===== src/design/vec3_fixed_point_alu_core_defines.svh =====
// Assertion macros for the vec3 fixed-point ALU.
// The top level includes this file.
`ifndef VEC3_FIXED_POINT_ALU_CORE_DEFINES_SVH
`define VEC3_FIXED_POINT_ALU_CORE_DEFINES_SVH
`ifndef NO_ASSERTIONS
// Checked while out of reset.
`define VFA_ASSERT(lbl, prop, msg) \
  lbl: assert property (@(posedge clk_i) disable iff (!rst_ni) prop) else $error(msg);
// Checked on every edge, reset included.
`define VFA_ASSERT_ALWAYS(lbl, prop, msg) \
  lbl: assert property (@(posedge clk_i) prop) else $error(msg);
`else
`define VFA_ASSERT(lbl, prop, msg)
`define VFA_ASSERT_ALWAYS(lbl, prop, msg)
`endif
`endif


===== src/design/vfa_pkg.sv =====
// Shared types, constants and saturation helper for the vec3 fixed-point ALU.
// No dependencies; every module imports this package.
package vfa_pkg;

  localparam int CompW    = 32;
  localparam int FracW    = 16;
  localparam int ProdW    = 2 * CompW;
  localparam int SumW     = ProdW + 2;
  localparam int SqW      = ProdW;
  localparam int RootW    = CompW;
  localparam int DivW     = CompW + FracW;
  localparam int NumLanes = 3;

  // Pipeline stage numbers.
  localparam int StSum       = 1;
  localparam int StSqrtLast  = StSum + RootW;
  localparam int StDivFirst  = StSqrtLast + 1;
  localparam int StDivLast   = StSqrtLast + DivW;
  localparam int NumStages   = StDivLast + 2;

  typedef logic signed [CompW-1:0] comp_t;

  localparam comp_t MaxV = {1'b0, {(CompW-1){1'b1}}};
  localparam comp_t MinV = {1'b1, {(CompW-1){1'b0}}};

  typedef enum logic [3:0] {
    FuncAdd   = 4'd0,
    FuncSub   = 4'd1,
    FuncScale = 4'd2,
    FuncDot   = 4'd3,
    FuncCross = 4'd4,
    FuncLen   = 4'd5,
    FuncNorm  = 4'd6,
    FuncDiv   = 4'd7,
    FuncNeg   = 4'd8
  } func_e;

  typedef struct packed {
    logic [3:0] func;
    comp_t      ax;
    comp_t      ay;
    comp_t      az;
    comp_t      bx;
    comp_t      by;
    comp_t      bz;
    comp_t      scale_factor;
  } in_t;

  typedef struct packed {
    comp_t rx;
    comp_t ry;
    comp_t rz;
    comp_t scalar_result;
    logic  overflow;
    logic  div_zero;
  } out_t;

  typedef struct packed {
    comp_t val;
    logic  ov;
  } sat_t;

  // Item context that travels alongside the arithmetic units.
  typedef struct packed {
    func_e            func;
    comp_t [2:0]      a;
    comp_t            k;
    comp_t [2:0]      r;
    logic             rov;
    comp_t            s;
    logic             sov;
    logic [RootW-1:0] root;
  } ctx_t;

  // Clamp a wide signed value to the component range.
  function automatic sat_t sat_wide(input logic signed [SumW-1:0] v);
    sat_t res;
    res.ov  = !((&v[SumW-1:CompW-1]) || !(|v[SumW-1:CompW-1]));
    res.val = res.ov ? (v[SumW-1] ? MinV : MaxV) : comp_t'(v[CompW-1:0]);
    return res;
  endfunction

endpackage


===== src/design/vfa_sqrt.sv =====
// Pipelined integer square root, one result bit per stage.
// Depends on vfa_pkg.
module vfa_sqrt (
  input  logic                      clk_i,
  input  logic                      en_i,
  input  logic [vfa_pkg::SqW-1:0]   rad_i,
  output logic [vfa_pkg::RootW-1:0] root_o
);
  import vfa_pkg::*;

  logic [SqW-1:0] n_q   [RootW];
  logic [SqW-1:0] res_q [RootW];

  for (genvar j = 0; j < RootW; j++) begin : g_step
    localparam int Sh = SqW - 2 - 2 * j;
    localparam logic [SqW-1:0] Bit = SqW'(1) << Sh;
    logic [SqW-1:0] n_in, r_in, t;
    if (j == 0) begin : g_first
      assign n_in = rad_i;
      assign r_in = '0;
    end else begin : g_next
      assign n_in = n_q[j-1];
      assign r_in = res_q[j-1];
    end
    assign t = r_in + Bit;
    always_ff @(posedge clk_i) begin
      if (en_i) begin
        if (n_in >= t) begin
          n_q[j]   <= n_in - t;
          res_q[j] <= (r_in >> 1) + Bit;
        end else begin
          n_q[j]   <= n_in;
          res_q[j] <= r_in >> 1;
        end
      end
    end
  end

  assign root_o = res_q[RootW-1][RootW-1:0];

endmodule


===== config.mk =====
export PLATFORM = sky130hd
export DESIGN_NAME = vfa_sqrt
export DESIGN_NICKNAME = d
export VERILOG_FILES = /design/src/design/vec3_fixed_point_alu_core_defines.svh /design/src/design/vfa_pkg.sv /design/src/design/vfa_sqrt.sv
export SDC_FILE = /design/constraint.sdc
export NUM_CORES = 2
export LEC_CHECK = 0
export ABC_CLOCK_PERIOD_IN_PS = 12550
export BUFFER_PORTS_ARGS = -buffer_cell sky130_fd_sc_hd__buf_2
export CORE_ASPECT_RATIO = 0.9
export CORE_MARGIN = 2
export CORE_UTILIZATION = 40
export DETAILED_ROUTE_END_ITERATION = 10
export GPL_TIMING_DRIVEN = 0
export PLACE_DENSITY = 0.66
export SYNTH_ARGS = -nofsm -noshare
export SYNTH_HDL_FRONTEND = slang
export SYNTH_SLANG_ARGS = --single-unit

===== constraint.sdc =====
create_clock -name clk_i -period 12.55 [get_ports clk_i]
set_clock_uncertainty 0.2 [all_clocks]
set_input_delay 2.51 -clock clk_i [delete_from_list [all_inputs] [get_ports clk_i]]
set_output_delay 2.51 -clock clk_i [all_outputs]
set_load 0.02 [all_outputs]

# Yosys cells after proc, flatten, opt, wreduce, memory -nomap -nowiden
# Memories as Yosys holds them, arrays and structs flattened.
# Cells that the tools add are included.
[word_totals]
ff_bits = 0
mem_bits_rw = 4096
inputBits = 66
out_inout_bits = 32
word_cells = 448
memories = 2
[memory_table]
columns = ["memory", "words", "width", "rd", "rd_ports_with_merged_regs", "write_ports", "line_no", "source"]
rows = [
  ["n_q", 32, 64, 31, 0, 32, "vfa_sqrt.sv:11", "logic [SqW-1:0] n_q [RootW];"],
  ["res_q", 32, 64, 32, 0, 32, "vfa_sqrt.sv:12", "logic [SqW-1:0] res_q [RootW];"],
]
[classes]
addsub = 94
n_lt_le_gt_ge = 32
mux = 256
bitwise = 64
[op_table]
columns = ["cell", "count"]
rows = [
  ["two-way mux 64 bit", 64],
  [">= comparator 64 bit", 31],
  ["subtractor 64 bit", 31],
  ["two-way mux 1 bit", 192],
  ["adder 63 x 1 -> 64 bit (second input constant)", 1],
  ["adder 63 x 11 -> 64 bit (second input constant)", 1],
  ["adder 63 x 13 -> 64 bit (second input constant)", 1],
  ["adder 63 x 15 -> 64 bit (second input constant)", 1],
  ["adder 63 x 17 -> 64 bit (second input constant)", 1],
  ["adder 63 x 19 -> 64 bit (second input constant)", 1],
  ["adder 63 x 21 -> 64 bit (second input constant)", 1],
  ["adder 63 x 23 -> 64 bit (second input constant)", 1],
  ["adder 63 x 25 -> 64 bit (second input constant)", 1],
  ["adder 63 x 27 -> 64 bit (second input constant)", 1],
  ["adder 63 x 29 -> 64 bit (second input constant)", 1],
  ["adder 63 x 3 -> 64 bit (second input constant)", 1],
  ["adder 63 x 31 -> 64 bit (second input constant)", 1],
  ["adder 63 x 33 -> 64 bit (second input constant)", 1],
  ["adder 63 x 35 -> 64 bit (second input constant)", 1],
  ["adder 63 x 37 -> 64 bit (second input constant)", 1],
  ["adder 63 x 39 -> 64 bit (second input constant)", 1],
  ["adder 63 x 41 -> 64 bit (second input constant)", 1],
  ["adder 63 x 43 -> 64 bit (second input constant)", 1],
  ["adder 63 x 45 -> 64 bit (second input constant)", 1],
  ["45 further kinds", 108],
]

# Depth between registers and ports, before layout
# An unclocked memory read counts as a cell.
[logic_depth]
ltp_word = 7
depth_mapped = 14
ltp_nobuf = 13

# Worst setup path before layout
# No wires, ideal clock.
[synth_timing]
path_type = "input-to-reg"
from = "in en_i"
to = "mem n_q[1][640] (netlist name), enable pin"
setup_ps = 482
arrival_time_ps = 5821
t_required_ps = 11868
slack_ps = 6047
stages = 4
n_path_buf = 4
path_cell_list = "clkbuf_1 clkbuf_1 clkbuf_1 clkbuf_1"
[synth_lines]
columns = ["element", "line_no", "source"]
rows = [
  ["start: declaration", "vfa_sqrt.sv:5", "input logic en_i,"],
  ["end: declaration", "vfa_sqrt.sv:11", ""],
]

==> results.txt <==
actual slew at the worst max-slew pin = 1.482 ns
cell family with most CP delay = buffers and inverters
GPL Wtd Cong = 0.9615
clock root buffer = clkbuf_16
Non-Filler Instances = 14668
Relative slew margins = 0.002979
Syn Area/Cell = 12.26 um2
Primary FF master, synth = edfxtp_1
max-cap violations = 1
CP max stage delay = 1.16 ns
final WL = 325.5 mm
Hold-fix buffers, CTS = 0
Post-layout nets = 10991
total congestion overflow = 0
fin crit share = 0.5475
CP arrival = 7.25 ns
DRC marker count from the first detailed-route iteration = 9056
Final Critical Period = 6.871 ns
CP Buf/Inv Count = 4
vias after detailed routing = 81803
Clock Sinks = 2512
CTS Buffer Depth = 4
initial antenna violation count = 8
Worst setup EP type = flop
H-tree Lvls = 5
area of the multi-input gates = 43280 um2
Critical Path RT = 12.93 ns
TNS Setup = 0 ns
cts bufs inserted = 281
Rows = 192
IO Pins = 98
Hold Path Class = flop to flop
register bit total from synthesis = 2512
DRC viols = 0
Slew Viols, Final = 0
number of port buffers = 97
Initial Utilization = 0.4019
share of synthesized flip-flops with an asynchronous set or reset = 0
unique cell type count in the Yosys netlist = 86
Placed Cells = 14158
Pre-antenna DRT Iters = 6
largest net degree at the start of global routing = 77
hpwl dp = 249.3 mm
Final Hold Vio Count = 0
mapped cell area = 122100 um2
PD cells = 181.8 nW/um2
slowest CP cell = a221oi_1
Max Freq = 145.5 MHz
Area Overhead vs Synth = 12.64%
Routed Antenna Nets = 0
crit path cell chain = buf_2, clkbuf_2, and4_1, nand3_1, a221oi_1, clkbuf_1, buf_1, o21ai_0
clock-pin slew on the worst setup and hold paths = 0.06 ns
Mapped Nets = 10584
core footprint = 303900 um2
kind of start point of the critical path = input pin
Post-CTS Repair Setup Buffers = 0
storage element area = 75430 um2
Static Leakage = 50.40 nW
# resized after CTS = 0
CTS tree = built
Die H = 528.2 um
all-layer global routing usage = 0.2051
Die Area = 309800 um2
Seq/Total Area, Yosys = 0.6176
worst skew pair latency = 0.91 ns
post-DR wirelength/cell = 22.19 um
first-pass GRT wire length = 487.2 mm
EDFF count, synth = 2512
Setup violations, final = 0
failing checks = max-capacitance violations
VDD IR max = 0.0001294 V
Tot Pwr = 0.02501 W
status = finished, violations left
drt via density = 5.577
layout cells sized above 1 = 0.06762
setup repair after global routing missed its margin = no
Syn. warnings = 0
critical path fanouts, max = 10
number of global-route vias before repair = 77813
Setup CP Type = input pin to flop
Die X = 586.5 um
Synth Instances = 9960
# fillers = 27209
-- cell families (layout without fill, tap and decap cells) --
logic type / Yosys count / count (layout) / share of synthesized area
compound gates: 1867 / 1867 / 0.09368
xor+xnor: 893 / 893 / 0.06403
fa+ha+maj: 558 / 558 / 0.05716
buf+inv: 914 / 1543 / 0.02840
flops: 2512 / 2512 / 0.6176
mux: 53 / 53 / 0.004784
other cells: 0 / 5 / 0
simple gates: 3163 / 3163 / 0.1344
-- per-layer routing --
metal	share of wire	track usage	vias up
li1	-	-	38238
met1	0.46	0.3019	40116
met2	0.44	0.3119	2978
met3	0.075	0.03557	471
met4	0.024	0.05354	0
met5	0	0	-
-- worst paths after layout --
path / start / slack (ns) / to / cells after the start
worst max-delay path: en_i / 5.68 / n_q[1][924] / 8
worst min-delay path: n_q[0][525] / 0.24 / n_q[0][589] / 0
worst max register to register: n_q[1][839] / 6.34 / n_q[1][924] / 9
worst min register to register: n_q[0][525] / 0.24 / n_q[0][589] / 0
-- final cells by class --
| class | count | share of cell area |
|---|---|---|
| Clock inverter | 169 | 0.01198 |
| Buffer | 235 | 0.007530 |
| Tap cell | 4074 | 0.03705 |
| Clock buffer | 336 | 0.05369 |
| Timing Repair Buffer | 124 | 0.008312 |
| Antenna cell | 5 | 0.00009094 |
| Multi-Input combinational cell | 6534 | 0.3146 |
| Inverter | 679 | 0.01852 |
| Sequential cell | 2512 | 0.5483 |
-- placed cells by master, fill, tap and decap left out, types with 180 or more instances in the layout --
cell,synthesis,layout
nand4_1,195,195
clkbuf_16,0,288
a21oi_1,509,509
edfxtp_1,2512,2512
nor2_1,553,553
xor2_1,457,457
clkbuf_1,198,209
a21o_1,212,212
nor4_1,388,383
nand3_1,180,180
nor3_1,293,293
o21ai_0,601,601
inv_1,679,679
xnor2_1,436,436
nand2_1,809,809
ha_1,558,558
-- power by group --
part           leakage (nW)  internal [W]  switching [W]  total, W
Clock                  4.38       0.00471        0.00344   0.00815
Sequential             24.2        0.0106       0.000885    0.0115
Combinational          21.9       0.00203        0.00332   0.00534
Total                  50.4        0.0174        0.00764    0.0250
-- synthesized netlist by cell type, types with 30 or more instances --
library cell / instances / area share
or3_1: 102 / 0.0052
nor2_1: 553 / 0.017
nor3_1: 293 / 0.012
or2_2: 53 / 0.0027
o211ai_1: 47 / 0.0029
a21o_1: 212 / 0.013
o21bai_1: 45 / 0.0028
ha_1: 558 / 0.057
nand4_1: 195 / 0.010
a31oi_1: 56 / 0.0029
o21ai_0: 601 / 0.025
inv_1: 679 / 0.021
a21oi_1: 509 / 0.021
nand2_1: 809 / 0.025
xnor2_1: 436 / 0.031
nor2b_1: 70 / 0.0036
mux2_2: 43 / 0.0040
nor4_1: 388 / 0.020
xor2_1: 457 / 0.033
a211oi_1: 54 / 0.0033
or4_1: 99 / 0.0061
nand4b_1: 30 / 0.0022
edfxtp_1: 2512 / 0.62
clkbuf_1: 198 / 0.0061
and3_1: 50 / 0.0026
and2_1: 38 / 0.0019
nand2b_1: 117 / 0.0060
nor4b_1: 52 / 0.0037
o21a_1: 90 / 0.0055
o31ai_1: 38 / 0.0023
nand3_1: 180 / 0.0074
nand3b_1: 40 / 0.0025
-- flip-flops by register name, summed over array words and instances (netlist names) --
register and cells:
res_q 528, n_q 1984
-- metrics by stage --
step                      instance area, um2  setup slack [ns]  hold slack (ns)  utilization
after global placement                127700             1.924           0.2331       0.4203
final                                 137600             5.679           0.2374       0.4527
after CTS                             137600             5.830           0.2407       0.4527
after detailed placement              128500             4.906           0.2288       0.4230
after floorplan                       122100             6.047           0.2166            -
after global routing                  137600             5.489           0.2515       0.4527
(Power assumes the default switching activity.)
